==> src/rtl/ssr_pkg.sv <==
// Shared types, constants and helpers for the stream search-and-replace block.
package ssr_pkg;

	localparam int PAT_MAX     = 8;
	localparam int REPL_MAX    = 8;
	localparam int QUEUE_DEPTH = (PAT_MAX > REPL_MAX) ? PAT_MAX : REPL_MAX;
	localparam int CNT_W       = $clog2(PAT_MAX + 1);
	localparam int QCNT_W      = $clog2(QUEUE_DEPTH + 1);
	localparam int LEN_W       = 4;
	localparam int CFG_DATA_W  = 64;
	localparam int CFG_IDX_W   = 3;
	localparam int TALLY_W     = 16;

	typedef enum logic [CFG_IDX_W-1:0] {
		REG_PATTERN_LENGTH     = 3'd0,
		REG_PATTERN_BYTES      = 3'd1,
		REG_REPLACEMENT_LENGTH = 3'd2,
		REG_REPLACEMENT_BYTES  = 3'd3,
		REG_FOLD_CASE          = 3'd4
	} cfg_reg_t;

	typedef struct packed {
		logic [7:0] char_in;
		logic       char_present;
		logic       string_last;
	} in_word_t;

	typedef struct packed {
		logic [7:0]         char_out;
		logic               char_out_valid;
		logic               string_done;
		logic               run_last;
		logic [TALLY_W-1:0] replace_count;
	} out_word_t;

	// window cell control: take the new character, or take the neighbor's byte
	typedef struct packed {
		logic load;
		logic pop;
	} win_ctrl_t;

	// output queue cell control: load a fresh burst, or advance toward the head
	typedef struct packed {
		logic load;
		logic shift;
	} q_ctrl_t;

	function automatic logic [7:0] fold_byte(input logic [7:0] c, input logic fold_en);
		if (fold_en && c >= 8'h41 && c <= 8'h5A) begin
			return c + 8'h20;
		end
		return c;
	endfunction

	function automatic logic [CNT_W-1:0] eff_pat_len(input logic [LEN_W-1:0] len);
		if (len == '0) begin
			return CNT_W'(1);
		end
		if (32'(len) > PAT_MAX) begin
			return CNT_W'(PAT_MAX);
		end
		return CNT_W'(len);
	endfunction

	function automatic logic [QCNT_W-1:0] eff_repl_len(input logic [LEN_W-1:0] len);
		if (32'(len) > REPL_MAX) begin
			return QCNT_W'(REPL_MAX);
		end
		return QCNT_W'(len);
	endfunction

endpackage

==> src/rtl/ssr_win_cell.sv <==
// One byte of the pending window: storage, neighbor shift and pattern compare.
module ssr_win_cell (
	input  logic              clk,
	input  ssr_pkg::win_ctrl_t ctrl,
	input  logic [7:0]        char_new,
	input  logic [7:0]        nbr_cur,
	input  logic [7:0]        pat_byte,
	input  logic              fold_en,
	output logic [7:0]        cur,
	output logic              eq
);
	import ssr_pkg::*;

	logic [7:0] byte_q;

	// the byte this cell holds once the incoming character is placed
	assign cur = ctrl.load ? char_new : byte_q;
	assign eq  = (fold_byte(cur, fold_en) == fold_byte(pat_byte, fold_en));

	always_ff @(posedge clk) begin
		if (ctrl.pop) begin
			byte_q <= nbr_cur;
		end else if (ctrl.load) begin
			byte_q <= char_new;
		end
	end

endmodule

==> src/rtl/ssr_out_cell.sv <==
// One entry of the output queue; advances toward the head as words are taken.
module ssr_out_cell (
	input  logic            clk,
	input  ssr_pkg::q_ctrl_t ctrl,
	input  logic [7:0]      src,
	input  logic [7:0]      nbr,
	output logic [7:0]      q
);
	import ssr_pkg::*;

	logic [7:0] byte_q;

	assign q = byte_q;

	always_ff @(posedge clk) begin
		if (ctrl.load) begin
			byte_q <= src;
		end else if (ctrl.shift) begin
			byte_q <= nbr;
		end
	end

endmodule

==> src/rtl/stream_search_replace_top.sv <==
// Top level of the stream search-and-replace block.
// Usage:
//   Input words arrive on in_valid/in_ready, one character each, with
//   char_present (the character is real) and string_last (end of string).
//   Result words leave on out_valid/out_ready. Each input word yields zero
//   to eight result words; run_last marks the last one of a word, and the
//   last result of a string carries string_done and the replacement count.
//   Configuration is written through cfg_wr_en/cfg_index/cfg_wdata while the
//   block is idle; a pattern_length write drops the pending window.
// Timing and throughput:
//   The first result of a word shows at out_data in the cycle after the word
//   is accepted. The output queue holds one word's burst and hands out one
//   result per cycle while out_ready is high; a new input word is taken in
//   the cycle its last result leaves. Words with at most one result stream
//   at one per cycle while out_ready is high.
// Reset:
//   arst_n clears the counts and the queue and restores the register
//   defaults (pattern length 1, empty replacement, exact compare).
// Stall:
//   While out_ready is low with a result pending, the head result holds and in_ready stays low.
module stream_search_replace_top (
	input  logic                               clk,
	input  logic                               arst_n,
	input  logic                               in_valid,
	output logic                               in_ready,
	input  ssr_pkg::in_word_t                  in_data,
	output logic                               out_valid,
	input  logic                               out_ready,
	output ssr_pkg::out_word_t                 out_data,
	input  logic                               cfg_wr_en,
	input  logic [ssr_pkg::CFG_IDX_W-1:0]      cfg_index,
	input  logic [ssr_pkg::CFG_DATA_W-1:0]     cfg_wdata
);
	import ssr_pkg::*;

	// configuration registers
	logic [LEN_W-1:0]      pat_len_q;
	logic [CFG_DATA_W-1:0] pat_bytes_q;
	logic [LEN_W-1:0]      repl_len_q;
	logic [CFG_DATA_W-1:0] repl_bytes_q;
	logic                  fold_q;

	// window and string state
	logic [CNT_W-1:0]   win_cnt_q;
	logic [TALLY_W-1:0] tally_q;

	// output queue state
	logic [QCNT_W-1:0]  qcnt_q;
	logic               q_chars_q;
	logic               q_done_q;
	logic [TALLY_W-1:0] q_tally_q;

	logic               accept;
	logic               take;
	logic [CNT_W-1:0]   plen;
	logic [QCNT_W-1:0]  rlen;
	logic [CNT_W-1:0]   cnt_new;
	logic               full;
	logic               all_eq;
	logic               match;
	logic [QCNT_W-1:0]  burst_len;
	logic [QCNT_W-1:0]  job_len;
	logic [TALLY_W-1:0] tally_new;

	logic [7:0]         win_cur [PAT_MAX];
	logic [PAT_MAX-1:0] win_eq;
	logic [7:0]         q_byte [QUEUE_DEPTH];
	win_ctrl_t          win_ctrl [PAT_MAX];
	q_ctrl_t            q_ctrl;

	cfg_reg_t cfg_reg;

	assign cfg_reg = cfg_reg_t'(cfg_index);

	assign out_valid = (qcnt_q != '0);
	assign take      = out_valid && out_ready;
	// accept while the queue is empty or its final word leaves this cycle
	assign in_ready  = (qcnt_q == '0) || (qcnt_q == QCNT_W'(1) && out_ready);
	assign accept    = in_valid && in_ready;

	assign plen    = eff_pat_len(pat_len_q);
	assign rlen    = eff_repl_len(repl_len_q);
	assign cnt_new = win_cnt_q + CNT_W'(in_data.char_present);
	assign full    = in_data.char_present && (cnt_new == plen);

	// AND the per-cell compares over the cells in use
	always_comb begin
		all_eq = 1'b1;
		for (int i = 0; i < PAT_MAX; i++) begin
			if (CNT_W'(i) < plen) begin
				all_eq = all_eq & win_eq[i];
			end
		end
	end

	assign match = full && all_eq;

	// characters emitted: replacement on a hit, whole window on a flush,
	// the oldest byte when a full window misses
	always_comb begin
		if (match) begin
			burst_len = rlen;
		end else if (in_data.string_last) begin
			burst_len = QCNT_W'(cnt_new);
		end else if (full) begin
			burst_len = QCNT_W'(1);
		end else begin
			burst_len = '0;
		end
	end

	// an end of string with nothing to emit still reports once
	assign job_len = (burst_len != '0) ? burst_len :
		(in_data.string_last ? QCNT_W'(1) : '0);

	assign tally_new = (match && tally_q != {TALLY_W{1'b1}}) ? tally_q + TALLY_W'(1) : tally_q;

	// window cells
	for (genvar i = 0; i < PAT_MAX; i++) begin : g_win
		logic [7:0] nbr;
		if (i == PAT_MAX - 1) begin : g_end
			assign nbr = '0;
		end else begin : g_mid
			assign nbr = win_cur[i+1];
		end

		assign win_ctrl[i].load = accept && in_data.char_present && (win_cnt_q == CNT_W'(i));
		assign win_ctrl[i].pop  = accept && full && !match && !in_data.string_last;

		ssr_win_cell u_cell (
			.clk      (clk),
			.ctrl     (win_ctrl[i]),
			.char_new (in_data.char_in),
			.nbr_cur  (nbr),
			.pat_byte (pat_bytes_q[8*i +: 8]),
			.fold_en  (fold_q),
			.cur      (win_cur[i]),
			.eq       (win_eq[i])
		);
	end

	// output queue cells
	assign q_ctrl.load  = accept && (job_len != '0);
	assign q_ctrl.shift = take;

	for (genvar i = 0; i < QUEUE_DEPTH; i++) begin : g_q
		logic [7:0] src;
		logic [7:0] nbr;
		logic [7:0] win_src;
		if (i < PAT_MAX) begin : g_w
			assign win_src = win_cur[i];
		end else begin : g_nw
			assign win_src = '0;
		end
		if (i < REPL_MAX) begin : g_r
			assign src = match ? repl_bytes_q[8*i +: 8] : win_src;
		end else begin : g_nr
			assign src = match ? 8'h00 : win_src;
		end
		if (i == QUEUE_DEPTH - 1) begin : g_end
			assign nbr = '0;
		end else begin : g_mid
			assign nbr = q_byte[i+1];
		end

		ssr_out_cell u_cell (
			.clk  (clk),
			.ctrl (q_ctrl),
			.src  (src),
			.nbr  (nbr),
			.q    (q_byte[i])
		);
	end

	// head of the queue drives the result word
	always_comb begin
		out_data                = '0;
		out_data.char_out       = q_chars_q ? q_byte[0] : 8'h00;
		out_data.char_out_valid = q_chars_q;
		out_data.run_last       = (qcnt_q == QCNT_W'(1));
		out_data.string_done    = (qcnt_q == QCNT_W'(1)) && q_done_q;
		out_data.replace_count  = out_data.string_done ? q_tally_q : '0;
	end

	// configuration registers
	always_ff @(posedge clk or negedge arst_n) begin
		if (!arst_n) begin
			pat_len_q    <= LEN_W'(1);
			pat_bytes_q  <= '0;
			repl_len_q   <= '0;
			repl_bytes_q <= '0;
			fold_q       <= 1'b0;
		end else if (cfg_wr_en) begin
			unique case (cfg_reg)
				REG_PATTERN_LENGTH:     pat_len_q    <= cfg_wdata[LEN_W-1:0];
				REG_PATTERN_BYTES:      pat_bytes_q  <= cfg_wdata;
				REG_REPLACEMENT_LENGTH: repl_len_q   <= cfg_wdata[LEN_W-1:0];
				REG_REPLACEMENT_BYTES:  repl_bytes_q <= cfg_wdata;
				REG_FOLD_CASE:          fold_q       <= cfg_wdata[0];
				default: ;
			endcase
		end
	end

	// window fill count and replacement tally
	always_ff @(posedge clk or negedge arst_n) begin
		if (!arst_n) begin
			win_cnt_q <= '0;
			tally_q   <= '0;
		end else if (cfg_wr_en && cfg_reg == REG_PATTERN_LENGTH) begin
			win_cnt_q <= '0;
		end else if (accept) begin
			if (in_data.string_last || match) begin
				win_cnt_q <= '0;
			end else if (full) begin
				win_cnt_q <= cnt_new - CNT_W'(1);
			end else begin
				win_cnt_q <= cnt_new;
			end
			tally_q <= in_data.string_last ? '0 : tally_new;
		end
	end

	// queue occupancy and burst flags
	always_ff @(posedge clk or negedge arst_n) begin
		if (!arst_n) begin
			qcnt_q    <= '0;
			q_chars_q <= 1'b0;
			q_done_q  <= 1'b0;
			q_tally_q <= '0;
		end else if (q_ctrl.load) begin
			qcnt_q    <= job_len;
			q_chars_q <= (burst_len != '0);
			q_done_q  <= in_data.string_last;
			q_tally_q <= tally_new;
		end else if (take) begin
			qcnt_q <= qcnt_q - QCNT_W'(1);
		end
	end

endmodule

==> config.mk <==
export PLATFORM = sky130hd
export DESIGN_NAME = stream_search_replace_top
export DESIGN_NICKNAME = d
export VERILOG_FILES = /design/src/rtl/ssr_pkg.sv /design/src/rtl/ssr_win_cell.sv /design/src/rtl/ssr_out_cell.sv /design/src/rtl/stream_search_replace_top.sv
export SDC_FILE = /design/constraint.sdc
export NUM_CORES = 1
export LEC_CHECK = 0
export BUFFER_PORTS_ARGS = -buffer_cell sky130_fd_sc_hd__buf_2
export CELL_PAD_IN_SITES_DETAIL_PLACEMENT = 2
export CELL_PAD_IN_SITES_GLOBAL_PLACEMENT = 2
export CORE_ASPECT_RATIO = 1.25
export CORE_MARGIN = 4
export CORE_UTILIZATION = 30
export CTS_CLUSTER_DIAMETER = 80
export DETAILED_ROUTE_END_ITERATION = 12
export PLACE_DENSITY = 0.74
export REMOVE_ABC_BUFFERS = 1
export SYNTH_ARGS = -nofsm -noshare
export SYNTH_HDL_FRONTEND = slang
export SYNTH_SLANG_ARGS = --single-unit
==> constraint.sdc <==
create_clock -name clk -period 10 [get_ports clk]
set_clock_uncertainty 0.15 [all_clocks]
set_input_delay 1 -clock clk [delete_from_list [all_inputs] [get_ports clk]]
set_output_delay 1 -clock clk [all_outputs]
set_load 0.005 [all_outputs]
* Word-level counts from Yosys, hierarchy flattened
Cells that the tools add are included.
** Word-level totals
- ROM bits :: 0
- Latch bits :: 0
- Memories :: 0
- Bits in writable memories :: 0
- Input bits :: 82
- Flip-flop bits (word level) :: 307
- Output and inout bits :: 29
- Word-level logic and storage cells :: 311
** Operators by class
- Add/sub/neg operators :: 20
- Div/mod/pow operators :: 0
- Shifts and indexed selects :: 0
- Equality and inequality tests :: 22
- Magnitude comparators :: 42
- Mux-type cells :: 120
- Bitwise operators :: 8
- $mul :: 0
- Reduce and logical (&&, ||, !) cells :: 72
** Operators with widths (count)
- $mux 8 :: 72
- $add 8x6->8 const B :: 16
- $ge 8x7->1 const B :: 16
- $le 8x7->1 const B :: 16
- $eq 8x8->1 :: 8
- $mux 4 :: 15
- $logic_and 1x1->1 :: 53
- $mux 16 :: 3
- $mux 1 :: 30
- $add 16x1->16 const B :: 1
- $eq 4x3->1 const B :: 4
- $lt 3x4->1 const A :: 4
- $ne 16x16->1 const B :: 1
- $logic_not 4->1 :: 3
- $reduce_and 2->1 :: 6
- $reduce_bool 4->1 :: 3
- $eq 4x1->1 const B :: 2
- $eq 4x2->1 const B :: 2
- $gt 4x4->1 const B :: 2
- $lt 1x4->1 const A :: 2
- $lt 2x4->1 const A :: 2
- $sub 4x1->4 const B :: 2
- $and 1x1->1 :: 7
- $eq 3x2->1 const B :: 2
- 9 further kinds :: 12

* Depth between registers and ports, before layout
Gate-level depths: netlist of run 1.
- Depth after elaboration :: 35
- Depth in mapped cells :: 22
- Depth with buffers taken out :: 17

* By module
A second synthesis of run 1 with hierarchy kept.
** Second synthesis, totals
- Cell total of the unflattened synthesis :: 1619
- Area total of the unflattened synthesis :: 17760.8 um^2
** By module, submodules not included
- stream_search_replace_top :: times used 1, area an instance 9022.4 um^2, cells each 859, sequential area each 4480.5 um^2
- ssr_win_cell :: times used 8, area an instance 714.4 um^2, cells each 77, sequential area each 160.2 um^2
- ssr_out_cell :: times used 8, area an instance 377.9 um^2, cells each 18, sequential area each 240.2 um^2

* Worst setup path after synthesis of run 1
Ideal clock, no wire load.
- Path type :: input to register
- Start :: input in_valid
- End :: register g_q[0].u_cell.byte_q[0], enable pin
- Cell stages on the path :: 18
- Buffers on the path :: 4
- Arrival :: 5.848 ns
- Data required time :: 9.158 ns
- Slack :: 3.310 ns
- Setup time :: 0.692 ns
- Path through :: or3b_1 -> buf_4 -> nor4_1 -> clkbuf_1 -> mux2i_1 -> inv_1 -> ha_1 -> xnor2_1 -> nand3_1 -> a21o_1 -> o2111ai_1 -> nand2_1 -> and4b_1 -> buf_2 -> nand4_2 -> nand2_1 -> clkbuf_1 -> nand2_1
** On the way
- Word-level cells in the longest chain between the ends :: 32
- Elaborated cells between the ends (all ways) :: 112
- Classes of those cells :: add/sub (8); order compare (16); eq/ne (8); mux (42); bitwise (7); reduce/logical (31)
** Ends and longest elaborated chain
- from (decl) :: line stream_search_replace_top.sv:24 : input logic in_valid,
- $logic_and 1x1->1 (*) :: line stream_search_replace_top.sv:79 : assign accept = in_valid && in_ready;
- $logic_and 1x1->1 (2 in series) :: line stream_search_replace_top.sv:127 : assign win_ctrl[i].load = accept && in_data.char_present && (win_cnt_q == CNT_W'(i));
- $mux 8
- $ge 8x7->1 :: line ssr_pkg.sv:49 : if (fold_en && c >= 8'h41 && c <= 8'h5A) begin
- $logic_and 1x1->1 (2 in series) :: line ssr_pkg.sv:49
- $mux 1 :: line ssr_pkg.sv:49
- $mux 8 :: line ssr_pkg.sv:52 : return c;
- $eq 8x8->1 :: line ssr_win_cell.sv:18 : assign eq = (fold_byte(cur, fold_en) == fold_byte(pat_byte, fold_en));
- [... 14 more ...]
- $mux 1 :: line stream_search_replace_top.sv:90 : if (CNT_W'(i) < plen) begin
- $logic_and 1x1->1 :: line stream_search_replace_top.sv:96 : assign match = full && all_eq;
- $mux 4 :: line stream_search_replace_top.sv:101 : if (match) begin
- $reduce_bool 4->1 :: line stream_search_replace_top.sv:113 : assign job_len = (burst_len != '0) ? burst_len :
- $mux 4 :: line stream_search_replace_top.sv:113
- $reduce_bool 4->1 :: line stream_search_replace_top.sv:143 : assign q_ctrl.load = accept && (job_len != '0);
- $logic_and 1x1->1 (*) :: line stream_search_replace_top.sv:143
- $reduce_bool 2->1 (no source line) (*)
- to (signal assigned) :: line ssr_out_cell.sv:17 : byte_q <= src;
- to (signal assigned) :: line ssr_out_cell.sv:19 : byte_q <= nbr;
- to (decl) :: line ssr_out_cell.sv:11 : logic [7:0] byte_q;
Every way passes the cells marked *; elsewhere a longest branch is shown, timed or not. The select of a mux whose other input is x is not followed.
A chain may end at the register's enable or synchronous reset.

* Worst setup path after layout of run 1
- Start :: input in_valid
- End :: register g_q[0].u_cell.byte_q[1], data pin
** On the way
- Word-level cells in the longest chain between the ends :: 32
- Elaborated cells between the ends (all ways) :: 113
- Classes of those cells :: add/sub (8); order compare (16); eq/ne (8); mux (44); bitwise (7); reduce/logical (30)
** Ends and longest elaborated chain
- $logic_and 1x1->1 (*) :: line stream_search_replace_top.sv:79
- $logic_and 1x1->1 (2 in series) :: line stream_search_replace_top.sv:127
- $mux 8
- $ge 8x7->1 :: line ssr_pkg.sv:49
- $logic_and 1x1->1 (2 in series) :: line ssr_pkg.sv:49
- $mux 1 :: line ssr_pkg.sv:49
- $mux 8 :: line ssr_pkg.sv:52
- $eq 8x8->1 :: line ssr_win_cell.sv:18
- [... 14 more ...]
- $mux 1 :: line stream_search_replace_top.sv:90
- $logic_and 1x1->1 :: line stream_search_replace_top.sv:96
- $mux 4 :: line stream_search_replace_top.sv:101
- $reduce_bool 4->1 :: line stream_search_replace_top.sv:113
- $mux 4 :: line stream_search_replace_top.sv:113
- $reduce_bool 4->1 :: line stream_search_replace_top.sv:143
- $logic_and 1x1->1 :: line stream_search_replace_top.sv:143
- $mux 8 (*) :: line ssr_out_cell.sv:16 : if (ctrl.load) begin
Marked as above.

==> metrics.md, run 1 <==
| Metric | Value |
|---|---|
| Power Density | between 200 and 250 nW/µm² |
| Die width | 224 µm |
| Levels on crit path | 14 |
| Tmin final | 6870 ps |
| Largest area contributor in the netlist | dfrtp_1 |
| FFs w/ async S/R, synth | between 50% and 60% |
| Seq/Total Area, Yosys | between 40 and 50% |
| First-pass GRT wire length | ~94000 µm |
| Crit path DAT | 7000 ps |
| Post-CTS setup buffer count | 0 |
| Count leader, synth | dfrtp_1 |
| Post-CTS sizing | 0 |
| # fillers | slightly above 6000 |
| Startpoint class of the critical path | input port |
| Seq. cell area | slightly below 8000 µm² |
| Overflow left after global routing | 0 |
| Synth top cells by count | dfrtp_1 (178), mux2_2 (173), nand2_1 (126), nor2_1 (102), mux2i_1 (84) |
| # port buffers | 110 |
| CTS HTree Levels | 2 |
| Slowest CP cell | nor4_4 |
| RSZ-0062 raised after global routing | false |
| CP Cell Sequence | buf_2 > or3b_1 > nor4_4 > mux2i_1 > inv_1 > ha_1 > xnor2_1 > o311ai_0 > nand2_1 > and4b_1 > nand3_4 > buf_4 > mux2_1 > mux2_1 |
| Vias in the first global route | 15300 |
| Vias per cell | 5.41 |
| Largest net degree at the start of global routing | 65 |
| Synth Register Bits | between 300 and 400 |
| # Max-Cap Violations | 0 |
| Total Nets Final | approximately 1800 |
| Ant. Diodes | 0 |
| Final hold vios | 0 |
| Initial antenna violation count | 1 |
| Total Routing Usage GR | 19.1% |
| Clock-pin slew on the worst setup and hold paths | approximately 60 ps |
| CTS Buf Count | 36 |
| Synth top area share | 25.6% |
| Wire per inst | 24.1 µm |
| Crit path kind | input port to flip-flop |
| Sum of negative setup slack | 0 ps |
| Area post-placement | 18700 µm² |
| Synth Flop Type | dfrtp_1 |
| Clock sink count | 307 |
| CP delay by family, top | simple AND/OR/NAND/NOR gates |
| Die height | 277 µm |
| Syn Inst Count | 1667 |
| # DRC | 0 |
| Core area | about 57000 µm² |
| Total power | 4.71 mW |
| CTS Hold Bufs | 0 |
| CP peak stage delay | between 1000 and 1500 ps |
| Share of post-route cells with drive strength above 1 | 23.0% |
| Synth Area per Inst | 10.5 µm² |
| TritonCTS clock tree | yes |
| Pre-Repair DR Iteration Count | 5 |
| Critical Path Fanout Max | between 40 and 50 |
| Status | complete, no violations |
| # IOs | 111 |
| Final Max Slew Viols | 0 |
| Final setup viols | 0 |
| Initial Utilization | 30.4% |
| GPL Wtd Cong | 0.852 |
| Area growth syn-to-layout | 14.4% |
| Crit share post-route | 68.7% |
| Yosys warning count | 0 |
| Worst path most repeated cell | mux2_1 |
| Fin area | 19900 µm² |
| Netlist cell types | 83 |
| Peak VDD IR | 0.0000892 V |
| Final WS setup | approximately 3100 ps |
| Achievable clock frequency | 146 MHz |
| Clock tree buffer depth | 3 |
| Number of routed nets with antenna violations | 0 |
| Pleak | 8.36 nW |
| CTS Root Cell | clkbuf_16 |
| R2R depth | 14 |
| Slew @ Worst Pin | 1160 ps |
| Iteration-0 DRC count of the detailed router | 628 |
| Die area | 62000 µm² |
| CP Capture Type | flip-flop |
| WL final | 60600 µm |
| Floorplan row count | 98 |
| Clk_lat worst skew | 540 ps |
| WP data required | 10120 ps |
| Number of synthesized flops with an enable pin | 64 |
| DR vias | 13600 |
| Dpl ws | 2710 ps |
| Worst rel slew slack | about 22% |
| Area of the multi-input gates | just over 9000 µm² |
| Min-delay worst type | input port to asynchronous set/reset pin |
| Synth top area cells | dfrtp_1 (26%), mux2_2 (11%), edfxtp_1 (11%) |
| WP buf/inv | 3 |
| Syn Std Cell Area | 17400 µm² |
| Hpwl dp | 44100 µm |
-- area by class of cell --
cell class / instances / share of cell area [%]
multi-input cells: 1193 / 45.9
flip-flops and latches: 307 / 38.6
clock buffers: 50 / 5.26
well taps: 750 / 4.71
repair buffers: 128 / 3.48
inverters: 74 / 1.39
clock inverters: 16 / 0.728
-- path summary, 6_finish.rpt --
path | slack, ps | to | from
max reg2reg | 3260 | g_q[0].u_cell.q[1] | win_cnt_q[2]
max in group asynchronous | 8130 | win_cnt_q[2] | arst_n
min reg2reg | 330 | q_tally_q[12] | q_tally_q[12]
max | 3130 | g_q[0].u_cell.q[1] | in_valid
min | 300 | repl_bytes_q[31] | arst_n
min in group clk | 330 | q_tally_q[12] | q_tally_q[12]
-- routing by layer --
layer	track usage [%]	part of all wire, %
met1	22.2	41
met2	35.1	52
met3	2.59	3.1
met4	7.72	4.3
met5	0	0.021
-- metrics by stage --
step                      util [%]  hold slack [ps]  cells
after global routing          34.7              335   2518
after floorplan                  -              299   1574
final                         34.7              296   2518
after CTS                     34.7              305   2518
after detailed placement      32.6              321   2452
after global placement        32.6              309   2452
-- power breakdown --
group	total (mW)	switching (mW)	leakage [nW]	internal (mW)
combinational	1.45	0.832	4.42	0.614
clock	1.34	0.555	0.586	0.788
sequential	1.92	0.288	3.35	1.63
total	4.71	1.68	8.36	3.03
-- placed cells by master, fill, tap and decap left out, drive strengths merged, types with 8 or more instances in the layout --
| master | Yosys | layout |
|---|---|---|
| a211oi | 11 | 11 |
| a21boi | 22 | 22 |
| a21o | 9 | 9 |
| a21oi | 75 | 75 |
| a31oi | 11 | 11 |
| and2 | 31 | 31 |
| and3 | 15 | 15 |
| buf | 23 | 127 |
| clkbuf | 70 | 51 |
| clkinv | 1 | 12 |
| dfrtp | 178 | 178 |
| dfxtp | 64 | 64 |
| edfxtp | 64 | 64 |
| ha | 23 | 23 |
| inv | 73 | 74 |
| mux2 | 254 | 254 |
| mux2i | 84 | 84 |
| nand2 | 126 | 126 |
| nand2b | 9 | 9 |
| nand3 | 39 | 39 |
| nor2 | 102 | 102 |
| nor3 | 45 | 45 |
| nor4 | 27 | 27 |
| o211ai | 15 | 15 |
| o21ai | 52 | 52 |
| o22ai | 8 | 8 |
| o41ai | 8 | 8 |
| or2 | 18 | 18 |
| or3 | 17 | 17 |
| or4 | 12 | 12 |
| xnor2 | 45 | 45 |
| xor2 | 30 | 30 |
-- kinds of logic after synthesis --
logic type                 after synthesis  share of synthesized area, %
buffers and inverters                  167                          3.87
DFF                                    307                          44.1
muxes                                  338                          21.6
and+or+nand+nor                        480                          14.2
AOI/OAI and AO/OA                      277                          10.8
adders and majority gates               23                          1.65
xor gates and xnor gates                75                          3.77
-- sequential cells by signal, indices dropped and copies added (netlist names) --
signal and cells:
tally_q 16, q_tally_q 16, win_cnt_q 4, g_win.u_cell.byte_q 64, g_q.u_cell.q 64, qcnt_q 4
q_done_q 1, fold_q 1, pat_bytes_q 64, repl_bytes_q 64, q_chars_q 1, repl_len_q 4
pat_len_q 4
Note: power is estimated with default switching activity, not from simulation.
==> run 2, diff against run 1 <==
--- a/config.mk
+++ b/config.mk
@@ -5,6 +5,7 @@
 export SDC_FILE = /design/constraint.sdc
 export NUM_CORES = 1
 export LEC_CHECK = 0
+export ABC_AREA = 1
 export BUFFER_PORTS_ARGS = -buffer_cell sky130_fd_sc_hd__buf_2
 export CELL_PAD_IN_SITES_DETAIL_PLACEMENT = 2
 export CELL_PAD_IN_SITES_GLOBAL_PLACEMENT = 2
@@ -13,7 +14,7 @@
 export CORE_UTILIZATION = 30
 export CTS_CLUSTER_DIAMETER = 80
 export DETAILED_ROUTE_END_ITERATION = 12
-export PLACE_DENSITY = 0.74
+export PLACE_DENSITY = 0.84
 export REMOVE_ABC_BUFFERS = 1
 export SYNTH_ARGS = -nofsm -noshare
 export SYNTH_HDL_FRONTEND = slang
==> constraint.sdc (replaced) <==
create_clock -name clk -period 5.93 [get_ports clk]
set_clock_uncertainty 0.15 [all_clocks]
set_input_delay 0.593 -clock clk [delete_from_list [all_inputs] [get_ports clk]]
set_output_delay 0.593 -clock clk [all_outputs]
set_load 0.005 [all_outputs]
==> run 2 against run 1 <==
- global-route usage rose by 1.6 points
- critical path depth rose by 11
- setup slack got worse by 2700 ps
- register-to-register slack lost 2900 ps
- non-clock buffer count rose by 12
- area after synthesis is 3.9% lower
- clock power is 63% higher
- sequential power rose by 74%
- final cell count is 23% higher
- largest cell class is now sequential cells
- synthesized cell count rose by 34%
- via count rose by 15%
- combinational power grew 110%
==> metrics.md, run 2 <==
| Metric | Value |
|---|---|
| Wire per inst | a little over 20 µm |
| TritonCTS clock tree | yes |
| # DRC | 0 |
| Critical Path Fanout Max | 30 |
| Number of routed nets with antenna violations | 0 |
| Crit path DAT | 5800 ps |
| WHS Path Cells | 3 |
| CTS HTree Levels | 2 |
| Total Routing Usage GR | just over 20% |
| Vias in the first global route | 17500 |
| CP peak stage delay | 730 ps |
| Overflow left after global routing | 0 |
| Clock tree buffer depth | 3 |
| Total power | 8.62 mW |
| Final hold vios | 0 |
| Slew @ Worst Pin | 940 ps |
| Final core occ | 34.9% |
| WL final | 62200 µm |
| Seq/Total Area, Yosys | 45.9% |
| Fin area | 19200 µm² |
| Pre-Repair DR Iteration Count | 5 |
| Total Nets Final | between 2000 and 2500 |
| Hpwl dp | 46400 µm |
| Reg-to-Reg Start | qcnt_q[1] |
| FFs w/ async S/R, synth | between 50% and 60% |
| Final hold slack | 135 ps |
| Final WS setup | around 390 ps |
| # port buffers | 110 |
| Worst rel slew slack | between 30% and 40% |
| RSZ-0062 raised after global routing | false |
| # IOs | 111 |
| Core area | roughly 55000 µm² |
| Sum of negative setup slack | 0 ps |
| Commonest non-fill, non-tap cell in the layout | nand2_1 |
| R2R depth | 25 |
| Min-delay worst type | input port to flip-flop |
| Area growth syn-to-layout | 14.7% |
| Largest net degree at the start of global routing | 89 |
| Dpl ws | 400 ps |
| Share of post-route cells with drive strength above 1 | between 10% and 20% |
| Count leader, synth | nand2_1 |
| Die width | 219 µm |
| Hold_sp | cfg_wdata[51] |
| Achievable clock frequency | between 150 and 200 MHz |
| Clock-pin slew on the worst setup and hold paths | around 60 ps |
| Final Max Slew Viols | 0 |
| Clk_lat worst skew | 570 ps |
| CTS Root Cell | clkbuf_16 |
| Yosys warning count | 0 |
| CP Capture Type | flip-flop |
| R2R Setup Slk | between 300 and 400 ps |
| Startpoint class of the critical path | flip-flop |
| Die height | 272 µm |
| Crit share post-route | 93.5% |
| Critical Path Start | qcnt_q[1] |
| WP data required | between 6000 and 7000 ps |
| Clock sink count | 307 |
| Die area | between 50000 and 60000 µm² |
| Synth Area per Inst | ~7.5 µm² |
| CTS Buf Count | 35 |
| Worst reg2reg path endpoint | g_q[0].u_cell.q[6] |
| Iteration-0 DRC count of the detailed router | 738 |
| Initial antenna violation count | 2 |
| First-pass GRT wire length | between 90000 and 100000 µm |
| Status | complete, no violations |
| Syn Std Cell Area | 16700 µm² |
| Vias per cell | 5.05 |
| Largest area contributor in the netlist | dfrtp_1 |
| Synth top area cells | dfrtp_1 (27%), nand2_1 (16%), edfxtp_1 (11%) |
| Sink of the worst hold path | repl_bytes_q[51] |
| Initial Utilization | 30.4% |
| Commonest cells after routing, fill and taps aside | nand2_1 (714), inv_1 (290), o21ai_0 (233) |
| Fin cells | 3089 |
| Crit path kind | flip-flop to flip-flop |
| Number of synthesized flops with an enable pin | 64 |
| Netlist cell types | 48 |
| Peak VDD IR | 0.000170 V |
| Synth top cells by count | nand2_1 (716), inv_1 (290), o21ai_0 (234), dfrtp_1 (178), nor2_1 (146) |
| Synth top area share | a little over a quarter |
| Tmin final | 5540 ps |
| Syn Inst Count | 2238 |
| Ant. Diodes | 0 |
| Floorplan row count | 96 |
| Power Density | roughly 450 nW/µm² |
| Slowest CP cell | o21ai_1 |
| # Max-Cap Violations | 0 |
| Worst path most repeated cell | nand2_1 |
| Pleak | 9.38 nW |
| Synth Flop Type | dfrtp_1 |
| Synth Register Bits | 307 |
| Final setup viols | 0 |
| Area post-placement | 18000 µm² |
| DP Cell Count | 3024 |
| DR vias | 15600 |
| GPL Wtd Cong | 0.861 |
-- run 2: cell types whose count changed after synthesis, sizes merged, moves of 51 or more --
cell and change:
nand2 +599, nand3 +57, mux2 -254, mux2i -84, inv +226, o21ai +264, nor2 +52, a21oi -51
-- run 2: worst max path at each step --
stage                          to  slack, ps
2_1_floorplan  g_q[0].u_cell.q[0]      -1120
3_3_place_gp            qcnt_q[3]        790
4_1_cts              q_tally_q[6]        260
5_1_grt                 qcnt_q[0]         80
3_5_place_dp            qcnt_q[1]        400
6_report       g_q[0].u_cell.q[6]        390
-- run 2: layer usage --
layer,track usage [%],up-vias,routed length (µm),share of wire (%)
met5,0,-,20,0.032
met4,9.22,2,2920,4.7
met3,2.85,135,2000,3.2
met2,38.8,278,32800,53
met1,22.8,7820,24400,39
li1,-,7366,-,-
-- run 2: cell type report --
type / instances / area (µm²)
inverters: 306 / 1150
clock inverters: 15 / 111
clock buffers: 49 / 1020
multi-input cells: 1537 / 7490
fillers: 6547 / 35800
repair buffers: 140 / 812
flip-flops and latches: 307 / 7680
well taps: 735 / 920
-- run 2: worst max-delay path: cells and delay by family, from the launching register on --
family          cells  cell delay (ps)
simple gates       18             2870
buf+inv             3              670
fa+ha+maj           1              220
flops               1              410
compound gates      3             1040
-- run 2: cell families after synthesis --
logic type,after synthesis,share of synthesized area (%)
buf+inv,394,9.53
flops,307,45.9
compound gates,406,13.6
simple gates,1064,26.9
fa+ha+maj,23,1.72
xor+xnor,44,2.30
-- run 2: power by group --
part | internal, mW | leakage [nW] | switching (mW) | total (mW)
clock | 1.25 | 0.556 | 0.938 | 2.19
sequential | 2.93 | 3.45 | 0.422 | 3.35
combinational | 0.966 | 5.37 | 2.12 | 3.08
-- run 2: repair_timing --
action | in CTS | in global routing
buffers inserted | 0 | 0
endpoints found under the setup margin | 0 | 33
endpoints found under the hold margin | 5 | 0
resized for setup | 0 | 2
hold buffers | 1 | 0
==> run 3, diff against run 2 <==
--- a/config.mk
+++ b/config.mk
@@ -5,7 +5,6 @@
 export SDC_FILE = /design/constraint.sdc
 export NUM_CORES = 1
 export LEC_CHECK = 0
-export ABC_AREA = 1
 export BUFFER_PORTS_ARGS = -buffer_cell sky130_fd_sc_hd__buf_2
 export CELL_PAD_IN_SITES_DETAIL_PLACEMENT = 2
 export CELL_PAD_IN_SITES_GLOBAL_PLACEMENT = 2
@@ -14,8 +13,9 @@
 export CORE_UTILIZATION = 30
 export CTS_CLUSTER_DIAMETER = 80
 export DETAILED_ROUTE_END_ITERATION = 12
-export PLACE_DENSITY = 0.84
+export PLACE_DENSITY = 0.74
 export REMOVE_ABC_BUFFERS = 1
+export SETUP_SLACK_MARGIN = 0.05
 export SYNTH_ARGS = -nofsm -noshare
 export SYNTH_HDL_FRONTEND = slang
 export SYNTH_SLANG_ARGS = --single-unit
==> constraint.sdc (replaced) <==
create_clock -name clk -period 5.75 [get_ports clk]
set_clock_uncertainty 0.15 [all_clocks]
set_input_delay 0.575 -clock clk [delete_from_list [all_inputs] [get_ports clk]]
set_output_delay 0.575 -clock clk [all_outputs]
set_load 0.005 [all_outputs]
==> run 3 against run 2 <==
- first-iteration DRC count decreased by 19%
- core utilization up 0.93 points
- total power decreased by 0.73%
- non-clock buffer count rose by 42
- maximum frequency increased by 2.9%
- die area up 4.0%
- sequential share of layout area fell by 2.7 points
- setup slack got worse by 25 ps
- critical path depth shrank 9
- hold slack got worse by 30 ps
- critical endpoint is now g_q[7].u_cell.q[0]
- largest power group unchanged
==> metrics.md, run 3 (synthesis results as in run 1) <==
| Metric | Value |
|---|---|
| CP Capture Point | g_q[7].u_cell.q[0] |
| Final setup viols | 0 |
| WP data required | a little under 6000 ps |
| R2R depth | 16 |
| Hpwl dp | 45600 µm |
| DP Cell Count | 2505 |
| Pre-Repair DR Iteration Count | 4 |
| Clock sink count | 307 |
| # port buffers | 110 |
| Startpoint class of the critical path | flip-flop |
| Sum of negative setup slack | 0 ps |
| Area post-placement | between 15000 and 20000 µm² |
| Die height | 277 µm |
| Final WS setup | between 300 and 400 ps |
| First-pass GRT wire length | 96500 µm |
| Final Max Slew Viols | 0 |
| # fillers | 6141 |
| RSZ-0062 raised after global routing | false |
| Switching share of power | 34.6% |
| Iteration-0 DRC count of the detailed router | 596 |
| TritonCTS clock tree | yes |
| Share of post-route cells with drive strength above 1 | 25.2% |
| Area growth syn-to-layout | 18.0% |
| Total Nets Final | 1898 |
| Vias in the first global route | 15700 |
| Slew @ Worst Pin | 1160 ps |
| Min-delay worst type | input port to flip-flop |
| Die width | 224 µm |
| Clk_lat worst skew | ~540 ps |
| Clock tree buffer depth | 3 |
| Vias per cell | 5.38 |
| Crit path DAT | 5510 ps |
| Pleak | 8.70 nW |
| Total Routing Usage GR | 19.7% |
| Clock group share of total power | 30.1% |
| Post-CTS setup buffer count | 0 |
| Largest net degree at the start of global routing | 99 |
| Critical Path Fanout Max | 23 |
| Final hold vios | 0 |
| CTS HTree Levels | 2 |
| CTS Root Cell | clkbuf_16 |
| Worst reg2reg path endpoint | g_q[7].u_cell.q[0] |
| Cell Int Power | about 5.6 mW |
| Fin cells | 2571 |
| Peak VDD IR | 0.000175 V |
| DR vias | 13800 |
| Seq. cell area | 7680 µm² |
| CP Capture Type | flip-flop |
| Clock-pin slew on the worst setup and hold paths | 60 ps |
| Die area | between 60000 and 70000 µm² |
| Initial Utilization | 30.4% |
| CTS Buf Count | 35 |
| Sw Pwr | roughly 3 mW |
| # Max-Cap Violations | 0 |
| WL final | 62700 µm |
| Crit share post-route | 93.7% |
| Dpl ws | 96.5 ps |
| Commonest non-fill, non-tap cell in the layout | dfrtp_1 |
| Power Density | around 420 nW/µm² |
| Status | complete, no violations |
| Floorplan row count | 98 |
| Area of the multi-input gates | 9150 µm² |
| # IOs | 111 |
| Reg-to-Reg Start | qcnt_q[1] |
| Commonest cells after routing, fill and taps aside | dfrtp_1 (178), mux2_2 (173), nand2_1 (125) |
| Worst rel slew slack | 23.0% |
| Combinational fraction of design power | between 30% and 40% |
| # DRC | 0 |
| R2R Setup Slk | roughly 360 ps |
| Achievable clock frequency | 186 MHz |
| Overflow left after global routing | 0 |
| Initial antenna violation count | 3 |
| Sequential share of power | 38.9% |
| Number of routed nets with antenna violations | 0 |
| Fin area | 20600 µm² |
| Crit path kind | flip-flop to flip-flop |
| Core area | 57400 µm² |
| GPL Wtd Cong | 0.833 |
| Critical Path Start | qcnt_q[1] |
| Wire per inst | 24.4 µm |
| Tmin final | approximately 5400 ps |
==> run 3: cell types whose count changed in the layout (fill, tap and decap cells not counted), sizes merged, moves of 30 or more <==
| cell | before | now |
|---|---|---|
| nand2 | 725 | 126 |
| o21ai | 316 | 52 |
| mux2 | 0 | 254 |
| inv | 300 | 75 |
| mux2i | 0 | 84 |
| nand3 | 96 | 39 |
| nor2 | 154 | 102 |
| a21oi | 24 | 75 |
| buf | 138 | 180 |
| xnor2 | 7 | 45 |
| nand4 | 37 | 6 |
| o211ai | 46 | 15 |
| and2 | 1 | 31 |
==> run 3: power groups by stage <==
stage	Combinational (mW)	Clock, mW	Sequential, mW
2_1_floorplan	1.73	0	3.13
3_3_place_gp	2.49	0	3.33
3_5_place_dp	2.63	0	3.37
4_1_cts	2.68	2.64	3.33
5_1_grt	2.90	2.73	3.40
6_report	2.65	2.58	3.33
==> run 3: metrics by stage <==
step | util (%) | hold WS [ps] | power, mW
detailed placement | 33.5 | 321 | 5.99
CTS | 35.8 | 83.0 | 8.65
global placement | 33.5 | 312 | 5.81
floorplan | - | 129 | 4.86
finish | 35.8 | 105 | 8.56
global route | 35.8 | 118 | 9.02
==> run 3: layer usage <==
metal	up-vias	share of wire [%]	GRT usage [%]
met5	-	0.043	0
met4	4	4.1	7.64
met3	122	2.9	2.50
met2	247	53	36.6
met1	7175	40	23.0
li1	6291	-	-
==> run 3: critical path: stages, from the launching register on <==
cell	delay [ps]
dfrtp_1	400
inv_1	130
ha_1	230
a21oi_2	150
buf_4	200
nor4_2	490
mux2_2	480
ha_1	340
nor2_1	60
a2111oi_1	520
o2111ai_1	250
nor2_1	220
o2111a_1	380
nand3_4	120
buf_4	270
buf_4	240
a211oi_1	480
==> run 3: repair_timing <==
item,in CTS,in global routing
hold buffers,1,0
endpoints found under the setup margin,0,2
resized for setup,0,2
endpoints found under the hold margin,78,0
==> run 3: how the worst min path moves through the flow <==
stage	end	slack, ps	depth (start not counted)	start
after floorplan	fold_q	130	0	arst_n
after global routing	pat_bytes_q[61]	120	3	cfg_wdata[61]
final	pat_bytes_q[55]	110	3	cfg_wdata[55]
after global placement	q_tally_q[12]	310	1	q_tally_q[12]
after CTS	pat_bytes_q[55]	80	3	cfg_wdata[55]
after detailed placement	q_tally_q[6]	320	1	q_tally_q[6]
==> run 3: final cells by class <==
class | instances | share of cell area (%)
multi-input cells | 1193 | 44.5
flip-flops and latches | 307 | 37.4
repair buffers | 182 | 5.79
clock buffers | 46 | 4.76
well taps | 750 | 4.57
clock inverters | 18 | 1.64
inverters | 74 | 1.35
diodes | 1 | 0.0122
